**config.mk**
```make
export PLATFORM = sky130hd
export DESIGN_NAME = knn_queue
export DESIGN_NICKNAME = d
export VERILOG_FILES = /design/src/design/knn_pkg.sv /design/src/design/knn_queue.sv
export SDC_FILE = /design/constraint.sdc
export NUM_CORES = 1
export LEC_CHECK = 0
export ABC_CLOCK_PERIOD_IN_PS = 2460
export BUFFER_PORTS_ARGS = -buffer_cell sky130_fd_sc_hd__buf_2
export CAP_MARGIN = 5
export CORE_MARGIN = 1.5
export CORE_UTILIZATION = 55
export CTS_CLUSTER_DIAMETER = 30
export DETAILED_ROUTE_END_ITERATION = 6
export PLACE_DENSITY = 0.78
export SLEW_MARGIN = 20
export SYNTH_ARGS = -nofsm -noshare
export SYNTH_HDL_FRONTEND = slang
export SYNTH_SLANG_ARGS = --single-unit
```
**constraint.sdc**
```tcl
create_clock -name clk -period 2.46 [get_ports clk]
set_clock_uncertainty 0.05 [all_clocks]
set_input_delay 0.123 -clock clk [delete_from_list [all_inputs] [get_ports clk]]
set_output_delay 0.123 -clock clk [all_outputs]
set_load 0.01 [all_outputs]
```
**src/design/knn_pkg.sv**
```systemverilog
// Shared constants and types of the nearest-neighbor digit classifier.
package knn_pkg;

  // Default geometry: a 28 x 28 image, eight list slots, ten digit classes
  localparam int PIXELS_PER_IMAGE_DEF = 28 * 28;
  localparam int MAX_K_DEF            = 8;
  localparam int NUM_CLASSES_DEF      = 10;

  // Field widths
  localparam int PIX_W   = 8;
  localparam int LABEL_W = 4;
  localparam int K_W     = 4;
  localparam int VOTE_W  = 4;
  localparam int SQ_W    = 2 * PIX_W;

  // Squared distance, saturating at all ones
  localparam int                DIST_W   = 26;
  localparam logic [DIST_W-1:0] DIST_MAX = '1;

  // Reset value of the neighbor count register
  localparam logic [K_W-1:0] K_RESET = K_W'(5);

  // Depth of the image-end queue between the front and the back
  localparam int QUEUE_DEPTH = 4;

  // Wide enough for any vote count or k up to 32 slots
  localparam int CNT_EXT_W = 6;

  typedef enum logic {
    OP_QUERY = 1'b0,
    OP_TRAIN = 1'b1
  } opcode_t;

  // One finished training image on its way to the neighbor list
  typedef struct packed {
    logic [DIST_W-1:0]  sq_dist;
    logic [LABEL_W-1:0] label;
    logic               last_image;
  } ev_t;

endpackage

```
**src/design/knn_queue.sv**
```systemverilog
// Short queue of finished training images between the front and the back.
module knn_queue #(
  parameter int DEPTH = knn_pkg::QUEUE_DEPTH
) (
  input  logic         clk,
  input  logic         rst_n,
  input  logic         push,
  input  knn_pkg::ev_t push_ev,
  output logic         full,
  input  logic         pop,
  output knn_pkg::ev_t head_ev,
  output logic         nonempty
);
  import knn_pkg::*;

  localparam int PTR_W = (DEPTH > 1) ? $clog2(DEPTH) : 1;
  localparam int CNT_W = $clog2(DEPTH + 1);
  localparam logic [PTR_W-1:0] PTR_LAST = PTR_W'(DEPTH - 1);
  localparam logic [CNT_W-1:0] CNT_FULL = CNT_W'(DEPTH);

  ev_t              slot_r [DEPTH];
  logic [PTR_W-1:0] wr_r, rd_r;
  logic [CNT_W-1:0] cnt_r;

  assign full     = (cnt_r == CNT_FULL);
  assign nonempty = (cnt_r != '0);
  assign head_ev  = slot_r[rd_r];

  // Store pushed item
  always_ff @(posedge clk) begin
    if (push) begin
      slot_r[wr_r] <= push_ev;
    end
  end

  // Advance pointers and fill count
  always_ff @(posedge clk) begin
    if (!rst_n) begin
      wr_r  <= '0;
      rd_r  <= '0;
      cnt_r <= '0;
    end else begin
      if (push) begin
        wr_r <= (wr_r == PTR_LAST) ? '0 : wr_r + PTR_W'(1);
      end
      if (pop) begin
        rd_r <= (rd_r == PTR_LAST) ? '0 : rd_r + PTR_W'(1);
      end
      if (push && !pop) begin
        cnt_r <= cnt_r + CNT_W'(1);
      end else if (pop && !push) begin
        cnt_r <= cnt_r - CNT_W'(1);
      end
    end
  end

endmodule

```
==> results of run 1 <==
==> logic make-up (layout without fill, tap and decap cells) <==
kind of cell | Yosys count | in the layout
mux | 35 | 35
fa+ha+maj | 7 | 7
simple gates | 15 | 15
xor+xnor | 2 | 2
buf+inv | 10 | 145
compound gates | 3 | 3
flops | 133 | 133
==> worst min-delay path by stage <==
stage                      startpoint       endpoint  slack (ns)
after floorplan            push_ev[0]   slot_r[0][0]        0.17
after global placement    push_ev[30]  slot_r[2][30]        0.28
after detailed placement  push_ev[23]  slot_r[3][23]        0.29
after CTS                  push_ev[6]   slot_r[2][6]        0.30
after global routing      push_ev[27]  slot_r[0][27]        0.29
final                     push_ev[23]  slot_r[2][23]        0.32
==> through the flow <==
stage / instances / hold slack, ns / worst slack [ns]
after detailed placement: 381 / 0.2901 / 0.7075
after floorplan: 205 / 0.1719 / 0.7009
after global routing: 448 / 0.2944 / 0.08931
after global placement: 381 / 0.2829 / 0.7356
after CTS: 448 / 0.2981 / 0.1605
final: 448 / 0.3201 / 0.2226
==> state kept, by name, summed over array words and instances (netlist names), named ones only <==
register and count:
slot_r 124, cnt_r 3, rd_r 2, wr_r 2
==> layout make-up <==
type | count | area (µm²)
well taps | 108 | 135.1
fillers | 504 | 2375
inverters | 4 | 15.01
clock inverters | 15 | 116.4
multi-input cells | 62 | 970.9
repair buffers | 109 | 788.3
clock buffers | 17 | 414.1
flip-flops and latches | 133 | 3906
==> worst reg2reg max path, stage by stage (launching register included) <==
cell     delay [ns]
dfxtp_1        0.35
inv_1          0.10
ha_1           0.16
and2_2         0.43
buf_12         0.23
==> per-layer routing <==
metal  track usage [%]  wire (µm)  up-vias
met2             32.69       4497       72
met4             6.703         96        0
li1                  -          -     1102
met1             22.21       3404     1248
met5                 0          0        -
met3             6.475        344       11
==> power groups by stage <==
stage	Clock (mW)	Combinational, mW	Sequential [mW]
2_1_floorplan	0	0.269	2.66
3_3_place_gp	0	0.428	2.67
3_5_place_dp	0	0.442	2.68
4_1_cts	2.23	0.488	2.64
5_1_grt	2.35	0.517	2.64
6_report	2.20	0.478	2.63
==> repair_timing <==
| item | CTS | global route |
|---|---|---|
| hold buffers | 35 | 0 |
| endpoints found under the hold margin | 133 | 0 |
| buffers inserted | 0 | 0 |
| resized for setup | 0 | 0 |
==> synthesized netlist by cell type <==
master    instances  area [µm²]
edfxtp_1        124        3724
mux4_2           30       675.7
dfxtp_1           9       180.2
ha_1              6       75.07
and2_1            5       31.28
nor2b_1           5       31.28
inv_1             4       15.01
mux2i_1           4       40.04
buf_2             3       15.01
buf_6             3       33.78
or3_1             2       12.51
a21boi_0          1       7.510
fa_1              1       20.02
mux4_1            1       26.28
nor2_1            1       3.750
nor3_1            1       5.000
nor3b_1           1       7.510
o21a_1            1       7.510
o21ai_0           1       5.000
xnor2_1           1       8.760
xor2_1            1       8.760
==> results_dict.tcl, run 1 <==
set metrics [dict create \
    outcome "complete, no violations" \
    vias 2433 \
    grt_pass1_vias 2593 \
    setup_tns_ns 0 \
    min_path_type "in2reg" \
    final-hold-violation-count 0 \
    endpoint_kind "output port" \
    pwr-share-comb_pct 9.0 \
    cp_cell_sequence "buf_12 > mux4_1 > buf_2" \
    worst_path_max_delay_cell "mux4_1" \
    postRouteAntennaNets 0 \
    first_iter_violations 89 \
    grt_usage_pct 18.92 \
    nets 369 \
    grt_pass1_wl_um 13170 \
    grt_overflow 0 \
    wirelength_um 8343 \
    synth_cells 205 \
    drtPass1Iterations 4 \
    maxSlewViolCount 0 \
    p_leak_nw 2.236 \
    design_area_um2 6346 \
    cts_tree "done" \
    r2r_slack_ns 0.84 \
    cp.required_ns 2.29 \
    root_buffer "clkbuf_8" \
    finalCriticalPeriod_ns 2.237 \
    die_width_um 97.71 \
    via_per_inst 5.431 \
    r2r-start "wr_r[0]" \
    p_int_mw 4.159 \
    arrival_ns 2.06 \
    ys_seq_area_share_pct 79.13 \
    path_buf_inv 2 \
    pwr-share-clk_pct 41.4 \
    port_buffers 67 \
    crit_fanout 23 \
    synthMuxAreaShare_pct 15.04 \
    critPathMaxStageDelay_ns 0.58 \
    final_common_cell "edfxtp_1" \
    synth.cell_area_um2 4933 \
    vdd_drop_max_mv 0.5440 \
    drive_above_1_share_pct 40.88 \
    fin_total_pwr_mw 5.311 \
    wl_per_cell_um 18.62 \
    swShare_pct 21.68 \
    crit_cells 3 \
    setup_viol 0 \
    cts_buffers 17 \
    synthSimpleGateAreaFrac_pct 1.851 \
    p_seq_share_pct 49.6 \
    synth_compound_area_share_pct 0.4058 \
    initial_core_util_pct 56.57 \
    synth_top_family_by_area "multiplexers" \
    synthAdderAreaFrac_pct 1.927 \
    core_um2 8721 \
    clock_sinks 133 \
    avgSynthCellArea_um2 24.07 \
    critical_path.top_delay_family "multiplexers" \
    synth_nets 247 \
    diodes 0 \
    gp_congestion 0.6648 \
    final_cell_mix "124 x edfxtp_1, 67 x buf_2, 35 x dlygate4sd3_1, 30 x mux4_2, 16 x clkbuf_16" \
    power.switching_mw 1.151 \
    max_slew_margin_pct 69.28 \
    utilization_pct 72.77 \
    fmax_mhz 447.0 \
    rsz0062_at_grt "false" \
    reg2regPathDepth 4 \
    drc 0 \
    worst_pin_slew_ns 0.4608 \
    endpoint "head_ev[11]" \
    reg2reg_to "slot_r[2][16]" \
    yosysWarnings 0 \
    start_kind "flop" \
    dpl.hpwl_um 5005 \
    fp.dieH_um 97.71 \
    power-per-cell-area_nw_per_um2 836.8 \
    grt_max_degree 32 \
    maxCapViolCount 0 \
    fin_crit_sh_pct 90.95 \
    crit_type "reg2out" \
    syn_to_final_growth_pct 28.63 \
    postPlaceCellArea_um2 5465 \
    num_rows 34 \
    insertion_delay_ns 0.50 \
    clockBufferDepth 2 \
    netlist-cell-type-count 21 \
    clkTransAtPathRegs_ns 0.06 \
    dieArea_um2 9547 \
    whs_path_depth 2 \
    io_pins 68 \
    ys_ff_latch 133 \
    yosys.area_share.xor_xnor_pct 0.3551 \
    antenna_found_initial 0 \
    htreeDepth 4 \
]
Note: power is estimated with default switching activity, not from simulation.
==> inputs of run 2 (changes only) <==
--- a/config.mk
+++ b/config.mk
@@ -12,6 +12,7 @@
 export CORE_UTILIZATION = 55
 export CTS_CLUSTER_DIAMETER = 30
 export DETAILED_ROUTE_END_ITERATION = 6
+export GPL_TIMING_DRIVEN = 0
 export PLACE_DENSITY = 0.78
 export SLEW_MARGIN = 20
 export SYNTH_ARGS = -nofsm -noshare
==> run 2 against run 1 <==
  * First-iteration DRC count is 62% higher
  * Cell area up 1.9%
  * Final cell count is the same
  * Count of clock-buffer cells in the layout up 1
  * Global-route usage grew 1.1 points
  * Sequential share of layout area is 1.2 points lower
  * Sequential power about the same
  * Hold slack worse by 0.021 ns
  * Register-to-register slack improved by 0.03 ns
  * Critical path depth did not move
  * Maximum frequency up 6.6%
  * Critical endpoint is now head_ev[2]
==> results_dict.tcl, run 2 (synthesized netlist as in run 1, its figures left out) <==
set metrics [dict create \
    worst_path_max_delay_cell "mux4_2" \
    crit_type "reg2out" \
    grt_pass1_vias 2582 \
    path_buf_inv 2 \
    final_common_cell "edfxtp_1" \
    critical_path.top_delay_family "multiplexers" \
    gp_congestion 0.7235 \
    cp.required_ns 2.29 \
    cts_buffers 17 \
    pwr-share-comb_pct 8.6 \
    postRouteAntennaNets 0 \
    largest_reg_flops 124 \
    postPlaceCellArea_um2 5497 \
    grt_overflow 0 \
    critPathMaxStageDelay_ns 0.55 \
    fmax_mhz 476.5 \
    whs_path_depth 2 \
    reg2reg_to "cnt_r[2]" \
    insertion_delay_ns 0.51 \
    drive_above_1_share_pct 40.59 \
    swShare_pct 19.70 \
    clockBufferDepth 2 \
    p_int_mw 4.670 \
    crit_fanout 10 \
    min_from "push_ev[3]" \
    max_slew_margin_pct 71.57 \
    wl_per_cell_um 19.54 \
    htreeDepth 4 \
    cts_resized 0 \
    cp_cell_sequence "buf_6 > mux4_2 > buf_2" \
    port_buffers 67 \
    antenna_found_initial 0 \
    nets 371 \
    clkTransAtPathRegs_ns 0.06 \
    io_pins 68 \
    power-per-cell-area_nw_per_um2 899.6 \
    hold_end "slot_r[0][3]" \
    die_width_um 97.71 \
    grt_usage_pct 20.05 \
    vias 2448 \
    initial_core_util_pct 56.57 \
    finalCriticalPeriod_ns 2.098 \
    use_met2_pct 33.39 \
    grt_util_met3_pct 6.547 \
    first_iter_violations 144 \
    endpoint_kind "output port" \
    drc 0 \
    final_cell_mix "124 x edfxtp_1, 70 x buf_2, 34 x dlygate4sd3_1, 30 x mux4_2, 16 x clkbuf_16" \
    num_rows 34 \
    fin_crit_sh_pct 85.30 \
    wirelength_um 8756 \
    r2r_slack_ns 0.87 \
    syn_to_final_growth_pct 31.04 \
    final-hold-violation-count 0 \
    fp.dieH_um 97.71 \
    r2r-start "cnt_r[0]" \
    via_per_inst 5.464 \
    clock_sinks 133 \
    reg2regPathDepth 4 \
    vdd_drop_max_mv 0.5461 \
    reg_top3 "slot_r (124), cnt_r (3)" \
    core_um2 8721 \
    cts_tree "done" \
    design_area_um2 6465 \
    arrival_ns 1.93 \
    maxSlewViolCount 0 \
    max_flop_register "slot_r" \
    grt_max_degree 25 \
    grt-busiest-layer "met2" \
    worst_pin_slew_ns 0.4264 \
    min_path_type "in2reg" \
    drtPass1Iterations 4 \
    power.switching_mw 1.146 \
    use_met1_pct 24.95 \
    start_kind "flop" \
    dpl.hpwl_um 4886 \
    pwr-share-clk_pct 46.2 \
    maxCapViolCount 0 \
    dieArea_um2 9547 \
    diodes 0 \
    outcome "complete, no violations" \
    p_seq_share_pct 45.2 \
    root_buffer "clkbuf_8" \
    setup_viol 0 \
    rsz0062_at_grt "false" \
    p_leak_nw 2.310 \
    grt_pass1_wl_um 13750 \
    setup_tns_ns 0 \
]
## run 2: changes by cell type in the layout (fill, tap and decap cells not counted), moves of 2 or more
cell / previous run / this run
clkinvlp_4: 5 / 1
dfxtp_1: 7 / 9
bufinv_16: 1 / 6
dfxtp_2: 2 / 0
buf_4: 3 / 0
buf_6: 0 / 3
clkinv_4: 2 / 0
buf_2: 67 / 70
## run 2: per-stage QoR
stage / power, mW / worst slack (ns) / utilization (%) / hold slack, ns / instances
after floorplan: 2.931 / 0.7009 / - / 0.1719 / 205
after detailed placement: 3.129 / 0.7248 / 63.03 / 0.2881 / 384
after CTS: 5.854 / 0.3163 / 74.13 / 0.2790 / 448
after global routing: 6.004 / 0.2594 / 74.13 / 0.2789 / 448
final: 5.816 / 0.3616 / 74.13 / 0.2994 / 448
after global placement: 3.094 / 0.1300 / 61.97 / 0.2836 / 380
## run 2: final cells by class
cell class | count | area [µm²]
clock inverters | 12 | 210.2
multi-input cells | 62 | 970.9
clock buffers | 18 | 417.9
plain buffers | 6 | 48.80
repair buffers | 105 | 763.2
well taps | 108 | 135.1
flip-flops and latches | 133 | 3904
inverters | 4 | 15.01
fillers | 477 | 2256
## run 2: metal layers
layer	up-vias	routed length, µm
li1	1110	-
met1	1249	3617
met2	77	4579
met3	12	455
met4	0	104
met5	-	0
## run 2: worst max-delay path by stage
stage,start,cells after the start,to
2_1_floorplan,wr_r[0],2,slot_r[3][0]
3_3_place_gp,wr_r[0],2,slot_r[3][14]
3_5_place_dp,pop,8,cnt_r[2]
4_1_cts,flop,3,head_ev[2]
5_1_grt,flop,3,head_ev[2]
6_report,flop,3,head_ev[2]
## run 2: what timing repair did
action,in CTS,in global routing
endpoints found under the hold margin,133,0
hold buffers,34,0
setup buffers,0,0
## run 2: power by group through the flow
stage	logic, mW	clock network [mW]	registers (mW)
3_5_place_dp	0.458	0	2.67
6_report	0.498	2.69	2.63
2_1_floorplan	0.269	0	2.66
4_1_cts	0.503	2.72	2.63
5_1_grt	0.539	2.83	2.64
3_3_place_gp	0.426	0	2.67
