--- src/design/knn_pkg.sv ---
// Shared constants and types of the nearest-neighbor digit classifier.
package knn_pkg;

  // Default geometry: a 28 x 28 image, eight list slots, ten digit classes
  localparam int PIXELS_PER_IMAGE_DEF = 28 * 28;
  localparam int MAX_K_DEF            = 8;
  localparam int NUM_CLASSES_DEF      = 10;

  // Field widths
  localparam int PIX_W   = 8;
  localparam int LABEL_W = 4;
  localparam int K_W     = 4;
  localparam int VOTE_W  = 4;
  localparam int SQ_W    = 2 * PIX_W;

  // Squared distance, saturating at all ones
  localparam int                DIST_W   = 26;
  localparam logic [DIST_W-1:0] DIST_MAX = '1;

  // Reset value of the neighbor count register
  localparam logic [K_W-1:0] K_RESET = K_W'(5);

  // Depth of the image-end queue between the front and the back
  localparam int QUEUE_DEPTH = 4;

  // Wide enough for any vote count or k up to 32 slots
  localparam int CNT_EXT_W = 6;

  typedef enum logic {
    OP_QUERY = 1'b0,
    OP_TRAIN = 1'b1
  } opcode_t;

  // One finished training image on its way to the neighbor list
  typedef struct packed {
    logic [DIST_W-1:0]  sq_dist;
    logic [LABEL_W-1:0] label;
    logic               last_image;
  } ev_t;

endpackage

--- src/design/knn_back.sv ---
// Back part: sorted list of the nearest images, majority vote and result register.
module knn_back #(
  parameter int MAX_K       = knn_pkg::MAX_K_DEF,
  parameter int NUM_CLASSES = knn_pkg::NUM_CLASSES_DEF
) (
  input  logic                        clk,
  input  logic                        rst_n,
  input  logic [knn_pkg::K_W-1:0]     k_neighbors,
  input  logic                        ev_valid,
  input  knn_pkg::ev_t                ev,
  output logic                        pop,
  output logic                        out_valid,
  input  logic                        out_stall,
  output logic [knn_pkg::LABEL_W-1:0] out_predicted_label,
  output logic [knn_pkg::VOTE_W-1:0]  out_vote_count
);
  import knn_pkg::*;

  localparam int CNT_W = $clog2(MAX_K + 1);

  // Neighbor list
  logic [DIST_W-1:0]  best_dist_r  [MAX_K];
  logic [LABEL_W-1:0] best_label_r [MAX_K];
  logic [MAX_K-1:0]   best_valid_r;

  // Vote pipeline
  logic               v1_v_r, v2_v_r, out_valid_r;
  logic [LABEL_W-1:0] v1_label_r [MAX_K];
  logic [MAX_K-1:0]   v1_vote_r;
  logic [CNT_W-1:0]   v2_cnt_r [NUM_CLASSES];
  logic [LABEL_W-1:0] out_label_r;
  logic [VOTE_W-1:0]  out_cnt_r;

  logic [MAX_K-1:0]     lt, ins_at, new_valid, vote_mask;
  logic [DIST_W-1:0]    prev_dist  [MAX_K];
  logic [LABEL_W-1:0]   prev_label [MAX_K];
  logic [MAX_K-1:0]     prev_valid;
  logic [DIST_W-1:0]    new_dist   [MAX_K];
  logic [LABEL_W-1:0]   new_label  [MAX_K];
  logic [CNT_EXT_W-1:0] k_ext, k_eff;
  logic                 vadv, pop_last;
  logic [CNT_W-1:0]     cnt [NUM_CLASSES];
  logic [CNT_W-1:0]     best_c;
  logic [LABEL_W-1:0]   best_l;
  logic [CNT_EXT_W-1:0] best_ext;
  logic [VOTE_W-1:0]    best_sat;

  // Take an item unless it needs the vote pipeline and that is held
  assign vadv     = !out_valid_r || !out_stall;
  assign pop      = ev_valid && (!ev.last_image || vadv);
  assign pop_last = pop && ev.last_image;

  // Place of the new entry: the list is a valid prefix in ascending order,
  // so the compare vector is a thermometer and its first set bit is the slot
  always_comb begin
    for (int i = 0; i < MAX_K; i++) begin
      lt[i] = !best_valid_r[i] || (ev.sq_dist < best_dist_r[i]);
    end
    ins_at[0]     = lt[0];
    prev_dist[0]  = '0;
    prev_label[0] = '0;
    prev_valid[0] = 1'b0;
    for (int i = 1; i < MAX_K; i++) begin
      ins_at[i]     = lt[i] && !lt[i-1];
      prev_dist[i]  = best_dist_r[i-1];
      prev_label[i] = best_label_r[i-1];
      prev_valid[i] = best_valid_r[i-1];
    end
    for (int i = 0; i < MAX_K; i++) begin
      if (ins_at[i]) begin
        new_dist[i]  = ev.sq_dist;
        new_label[i] = ev.label;
        new_valid[i] = 1'b1;
      end else if (lt[i]) begin
        new_dist[i]  = prev_dist[i];
        new_label[i] = prev_label[i];
        new_valid[i] = prev_valid[i];
      end else begin
        new_dist[i]  = best_dist_r[i];
        new_label[i] = best_label_r[i];
        new_valid[i] = best_valid_r[i];
      end
    end
  end

  // Clamp k to one .. MAX_K and mark the voting entries
  always_comb begin
    k_ext = CNT_EXT_W'(k_neighbors);
    if (k_ext == '0) begin
      k_eff = CNT_EXT_W'(1);
    end else if (k_ext > CNT_EXT_W'(MAX_K)) begin
      k_eff = CNT_EXT_W'(MAX_K);
    end else begin
      k_eff = k_ext;
    end
    for (int i = 0; i < MAX_K; i++) begin
      vote_mask[i] = new_valid[i] && ({1'b0, new_label[i]} < (LABEL_W + 1)'(NUM_CLASSES))
                     && (CNT_EXT_W'(i) < k_eff);
    end
  end

  // Count votes per class
  always_comb begin
    logic [MAX_K-1:0] match;
    for (int c = 0; c < NUM_CLASSES; c++) begin
      for (int i = 0; i < MAX_K; i++) begin
        match[i] = v1_vote_r[i] && (v1_label_r[i] == LABEL_W'(c));
      end
      cnt[c] = CNT_W'($countones(match));
    end
  end

  // Pick the largest count, the smaller label on a tie
  always_comb begin
    best_c = '0;
    best_l = '0;
    for (int c = 0; c < NUM_CLASSES; c++) begin
      if (v2_cnt_r[c] > best_c) begin
        best_c = v2_cnt_r[c];
        best_l = LABEL_W'(c);
      end
    end
    best_ext = CNT_EXT_W'(best_c);
    best_sat = (best_ext > CNT_EXT_W'(15)) ? VOTE_W'(15) : best_ext[VOTE_W-1:0];
  end

  // Update the list, clear it once the training set ends
  always_ff @(posedge clk) begin
    if (!rst_n) begin
      best_valid_r <= '0;
    end else if (pop) begin
      best_valid_r <= ev.last_image ? '0 : new_valid;
    end
  end

  always_ff @(posedge clk) begin
    if (!rst_n) begin
      for (int i = 0; i < MAX_K; i++) begin
        best_dist_r[i]  <= DIST_MAX;
        best_label_r[i] <= '0;
      end
    end else if (pop && !ev.last_image) begin
      for (int i = 0; i < MAX_K; i++) begin
        best_dist_r[i]  <= new_dist[i];
        best_label_r[i] <= new_label[i];
      end
    end
  end

  // Vote pipeline control
  always_ff @(posedge clk) begin
    if (!rst_n) begin
      v1_v_r      <= 1'b0;
      v2_v_r      <= 1'b0;
      out_valid_r <= 1'b0;
    end else if (vadv) begin
      v1_v_r      <= pop_last;
      v2_v_r      <= v1_v_r;
      out_valid_r <= v2_v_r;
    end
  end

  // Vote pipeline payload
  always_ff @(posedge clk) begin
    if (vadv) begin
      for (int i = 0; i < MAX_K; i++) begin
        v1_label_r[i] <= new_label[i];
      end
      v1_vote_r <= vote_mask;
      for (int c = 0; c < NUM_CLASSES; c++) begin
        v2_cnt_r[c] <= cnt[c];
      end
      out_label_r <= best_l;
      out_cnt_r   <= best_sat;
    end
  end

  assign out_valid           = out_valid_r;
  assign out_predicted_label = out_label_r;
  assign out_vote_count      = out_cnt_r;

endmodule

--- config.mk ---
export PLATFORM = sky130hd
export DESIGN_NAME = knn_back
export DESIGN_NICKNAME = d
export VERILOG_FILES = /design/src/design/knn_pkg.sv /design/src/design/knn_back.sv
export SDC_FILE = /design/constraint.sdc
export NUM_CORES = 1
export LEC_CHECK = 0
export ABC_AREA = 1
export BUFFER_PORTS_ARGS = -buffer_cell sky130_fd_sc_hd__buf_2
export CORE_AREA = 2 2 199 201
export CTS_CLUSTER_DIAMETER = 100
export DETAILED_ROUTE_END_ITERATION = 16
export DIE_AREA = 0 0 201 203
export GPL_ROUTABILITY_DRIVEN = 1
export GPL_TIMING_DRIVEN = 0
export HOLD_SLACK_MARGIN = 0.03
export PLACE_DENSITY = 0.74
export SYNTH_ARGS = -nofsm -noshare
export SYNTH_HDL_FRONTEND = slang
export SYNTH_SLANG_ARGS = --single-unit
--- constraint.sdc ---
create_clock -name clk -period 18.4 [get_ports clk]
set_input_delay 1.84 -clock clk [delete_from_list [all_inputs] [get_ports clk]]
set_output_delay 1.84 -clock clk [all_outputs]
set_load 0.005 [all_outputs]
==> flow_summary.json, run 1 <==
{
  "status": "finished, final reports clean",
  "die-area_mm2": 0.0408,
  "io_buffers": 47,
  "cpMaxStageDelayCell": "o21ai_0",
  "crit_buf_inv": 11,
  "worst_setup_path_end_kind": "flop",
  "row_count": 72,
  "cts_setup_buffers": 0,
  "crit_fanout": 10,
  "worst_setup_path_start_kind": "flop",
  "antenna_found_initial": 1,
  "rsz0062_at_grt": "no",
  "slowest_delay_ns": 0.40,
  "syn2layout_area_growth_pct": 10.2,
  "final_util_pct": 65.4,
  "synth-edff-count": 328,
  "async_reset_ff_share_pct": 0,
  "hold_viol_final": 0,
  "dpl_worst_slack_ns": 8.44,
  "avgSynthCellArea_um2": 9.27,
  "final_common_cell": "nand2_1",
  "hpwl_um": 45900,
  "yosysTopAreaCell": "edfxtp_1",
  "numCtsBuffers": 40,
  "syn-num-nets": 2798,
  "ys_types": 46,
  "initial_core_util_pct": 59.4,
  "clkTransAtPathRegs_ns": 0.06,
  "cts_max_path_buffers": 3,
  "required_ns": 18.72,
  "cp_top_family": "simple AND/OR/NAND/NOR gates",
  "mappedNetlistArea_mm2": 0.0228,
  "hold_class": "flop to flop",
  "ys_warn_count": 0,
  "arrival_ns": 10.36,
  "ys_ff_latch": 339,
  "fin_setup_tns_ns": 0,
  "final_layout_size_suffix_gt1_share_pct": 8.49,
  "final_nets": 2896,
  "track_usage_pct": 28.2,
  "fmax_ghz": 0.0996,
  "synthFlopType": "edfxtp_1",
  "die_width_um": 201,
  "ant_nets": 0,
  "fp.dieH_um": 203,
  "vias": 17753,
  "path_class": "flop to flop",
  "clock_sinks": 339,
  "yosysSeqAreaShare_pct": 44.1,
  "first_pass_iters": 7,
  "wl_um": 56800,
  "ios": 49,
  "ctsResizeCount": 0,
  "drt-initial-drc-count": 972,
  "drc_errors": 0,
  "finalSetupViolCount": 0,
  "wl_per_cell_um": 18.3,
  "viasPerCell": 5.71,
  "root_buffer": "clkbuf_16",
  "place.gp.congestion": 0.965,
  "fin_ws_ns": 8.36,
  "grt_pass1_vias": 18484,
  "grt_first_pass_wirelength_um": 89900,
  "mostFrequentLayoutCells": "nand2_1, inv_1, edfxtp_1",
  "slew_violations": 0,
  "finClkSkew_ns": 0.0249,
  "netlist_top_cells_area": "edfxtp_1, ha_1, nand2_1",
  "grt_max_degree": 49,
  "cp_common_cell": "nand2_1",
  "slew_headroom_pct": 10.1,
  "maxCapViolCount": 0,
  "fin_crit_sh_pct": 54.6,
  "netlist.area_leader.share_pct": 43.1,
  "core_mm2": 0.0385,
  "nFillCells": 3066,
  "period_needed_ns": 10.04,
  "clk_latency_ns": 0.57,
  "holdBufCountCts": 0,
  "tightestPinTransition_ns": 1.33,
  "cts_tree": "yes",
  "gr-total-overflow": 0,
  "h-tree-depth": 2,
  "syn_inst": 2462
}
state kept, by name, indices dropped and copies added, names as in the netlist:
signal / count
best_valid_r: 8
v1_vote_r: 8
out_vote_count: 4
v1_label_r: 32
out_predicted_label: 4
v2_cnt_r: 40
v2_v_r: 1
out_valid: 1
best_dist_r: 208
v1_v_r: 1
best_label_r: 32
per-stage QoR:
step                instances  hold slack [ns]  instance area, um^2
floorplan                2462            0.430                22800
CTS                      3110            0.454                25200
detailed placement       3036            0.446                23900
global placement         3027            0.440                23700
finish                   3111            0.448                25200
global route             3110            0.500                25200
layout make-up:
class / instances / area [um^2] / share of cell area (%)
Antenna cell: 1 / 2.50 / 0.00995
Clock buffer: 50 / 1060 / 4.21
Multi-Input combinational cell: 1592 / 10800 / 43.0
Buffer: 91 / 342 / 1.36
Sequential cell: 339 / 10100 / 40.0
Inverter: 440 / 1650 / 6.57
Timing Repair Buffer: 56 / 400 / 1.59
Tap cell: 518 / 648 / 2.58
Clock inverter: 24 / 173 / 0.686
final timing paths:
check / slack [ns] / to / startpoint / cells after the start
worst min-delay path: 0.45 / v2_v_r$_SDFFE_PN0P_ / v2_v_r$_SDFFE_PN0P_ / 2
worst max-delay path: 8.36 / out_vote_count[0]$_DFFE_PP_ / v2_cnt_r[0][2]$_DFFE_PP_ / 71
worst min register to register: 0.45 / v2_v_r$_SDFFE_PN0P_ / v2_v_r$_SDFFE_PN0P_ / 2
worst max register to register: 8.36 / out_vote_count[0]$_DFFE_PP_ / v2_cnt_r[0][2]$_DFFE_PP_ / 71
per-layer routing:
metal,GRT usage [%],part of all wire [%],wire [um]
met5,0,0,0
met4,18.6,6.5,3720
met3,3.77,4.6,2600
met2,54.1,53,30000
met1,28.5,36,20500
worst min-delay path: cells and delay by family (launching register included):
| kind | cells | cell delay [ns] |
|---|---|---|
| flip-flops | 1 | 0.29 |
| buffers and inverters | 1 | 0.06 |
| AO/OA/AOI/OAI | 1 | 0.05 |
cells in the mapped netlist (9+ instances only):
cell,number
fa_1,40
nor2_1,144
nor3_1,10
o21bai_1,14
nand3_1,102
ha_1,257
o211ai_1,185
inv_1,427
o21ai_0,82
nand2_1,450
edfxtp_1,328
nand2_2,29
nand4_1,22
a211oi_1,13
nand2_4,13
a21oi_1,122
inv_2,10
or2_2,29
dfxtp_1,11
a31oi_1,9
clkbuf_1,91
logic make-up (layout without fill, tap and decap cells):
kind of cell             after synthesis  count (layout)  synth area share, %
flip-flops                           339             339                 44.1
other                                  0               1                    0
AND/OR/NAND/NOR                      817             817                 15.9
buffers and inverters                531             661                 8.73
AO/OA/AOI/OAI                        468             468                 13.3
adder cells (fa/ha/maj)              297             297                 17.6
XOR/XNOR                              10              10                0.384
Power of run 1 is left out: the tool's default activity adds up to more than one toggle a clock period on the data nets, which glitch-free logic cannot reach.
==> run 2, diff against run 1 <==
- CORE_AREA: 2 2 199 201 -> 2 2 202 204
- DIE_AREA: 0 0 201 203 -> 0 0 204 206
- PLACE_DENSITY: 0.74 -> 0.75
- clock period: 18.4 -> 8.8 ns (I/O delays scaled with it)
==> run 2 against run 1 <==
- the flow now finishes with violations (setup timing)
- utilization down 0.43 points
- via count rose by 2.7%
- count of clock-buffer cells in the layout is 1 higher
- maximum frequency is 12% higher
- critical endpoint is now out_vote_count[2]$_DFFE_PP_
==> flow_summary.json, run 2 (synthesis results as in run 1) <==
{
  "status": "finished, violations left",
  "violations": "setup timing",
  "fp.dieH_um": 206,
  "dpl_worst_slack_ns": -1.19,
  "largest_registers": "best_dist_r (208), v2_cnt_r (40)",
  "slowest_delay_ns": 0.40,
  "finalSetupViolCount": 8,
  "crit_fanout": 7,
  "grt_first_pass_wirelength_um": 92600,
  "wl_um": 58700,
  "first_pass_iters": 6,
  "ant_nets": 0,
  "h-tree-depth": 2,
  "slew_violations": 0,
  "cts_max_path_buffers": 3,
  "io_buffers": 47,
  "slew_headroom_pct": 23.7,
  "final_common_cell": "nand2_1",
  "gr-total-overflow": 0,
  "antenna_found_initial": 2,
  "final_util_pct": 65.0,
  "hold_viol_final": 0,
  "worst_setup_path_end_kind": "flop",
  "path_class": "flop to flop",
  "syn2layout_area_growth_pct": 14.3,
  "viasPerCell": 5.74,
  "die_width_um": 204,
  "mostFrequentLayoutCells": "nand2_1, inv_1, edfxtp_1",
  "period_needed_ns": 8.96,
  "maxCapViolCount": 0,
  "grt_max_degree": 49,
  "drc_errors": 0,
  "wl_per_cell_um": 18.5,
  "track_usage_pct": 28.4,
  "holdBufCountCts": 0,
  "vias": 18236,
  "placed_cell_area_mm2": 0.0239,
  "final_layout_size_suffix_gt1_share_pct": 13.4,
  "cp_common_cell": "nand2_4",
  "place.gp.congestion": 0.930,
  "rsz0062_at_grt": "yes",
  "root_buffer": "clkbuf_16",
  "required_ns": 9.11,
  "fmax_ghz": 0.112,
  "grt_pass1_vias": 18905,
  "drt-initial-drc-count": 1054,
  "core_mm2": 0.0402,
  "hold_class": "flop to flop",
  "largest-register": "best_dist_r",
  "initial_core_util_pct": 56.8,
  "row_count": 74,
  "fin_crit_sh_pct": 102,
  "clkTransAtPathRegs_ns": 0.06,
  "numCtsBuffers": 39,
  "clk_latency_ns": 0.56,
  "final_area_mm2": 0.0261,
  "hpwl_um": 45700,
  "tightestPinTransition_ns": 1.13,
  "cpMaxStageDelayCell": "edfxtp_1",
  "finClkSkew_ns": 0.0177,
  "hold_slack_ns": 0.456,
  "worst_setup_path_start_kind": "flop",
  "clock_sinks": 339,
  "ios": 49,
  "cts_tree": "yes",
  "fin_ws_ns": -0.158,
  "largest_reg_flops": 208,
  "arrival_ns": 9.27,
  "die-area_mm2": 0.0420,
  "final_nets": 2955
}
==> run 2: cell count changes in the layout (fill, tap and decap cells not counted), sizes merged <==
cell and delta:
inv +1, bufinv +1, clkinv -11, clkinvlp +1, buf +60, clkbuf +1
==> run 2: repair_timing <==
action,CTS,global route
hold endpoints to repair,0,0
setup endpoints to repair,8,8
pin swaps,65,59
gates resized for setup,74,41
buffers inserted,47,13
==> run 2: critical path, delay by kind of cell, from the launching register on <==
kind | cells | cell delay (ns)
simple gates | 38 | 3.42
fa+ha+maj | 8 | 2.02
buf+inv | 18 | 1.54
compound gates | 11 | 1.31
flops | 1 | 0.40
==> run 2: final cells by class <==
cell class	instances	area (um^2)
Antenna cell	1	2.50
Buffer	91	342
Clock buffer	51	1060
Clock inverter	16	166
Fill cell	3147	14100
Inverter	440	1650
Multi-Input combinational cell	1592	11300
Sequential cell	339	10100
Tap cell	532	666
Timing Repair Buffer	116	862
==> run 2: worst paths after layout <==
check	cells after the start	to	start	slack [ns]
worst max-delay path	75	out_vote_count[2]$_DFFE_PP_	v2_cnt_r[0][0]$_DFFE_PP_	-0.16
worst min-delay path	2	v2_v_r$_SDFFE_PN0P_	v2_v_r$_SDFFE_PN0P_	0.46
worst min register to register	2	v2_v_r$_SDFFE_PN0P_	v2_v_r$_SDFFE_PN0P_	0.46
worst max register to register	75	out_vote_count[2]$_DFFE_PP_	v2_cnt_r[0][0]$_DFFE_PP_	-0.16
==> run 2: stage by stage <==
step	setup TNS, ns	std cells
2_1_floorplan	0	2462
3_3_place_gp	-7.21	3041
6_report	-1.03	3178
5_1_grt	-5.66	3177
4_1_cts	-0.277	3164
3_5_place_dp	-8.82	3050
==> run 2: routing by layer <==
metal	part of all wire, %	routed length [um]	up-vias	GRT usage [%]
li1	-	-	8764	-
met1	36	21300	8701	29.5
met2	53	31300	576	54.5
met3	4.7	2750	193	4.05
met4	5.8	3410	2	16.2
met5	0.020	12	-	0
Power of run 2 is left out for the same reason.
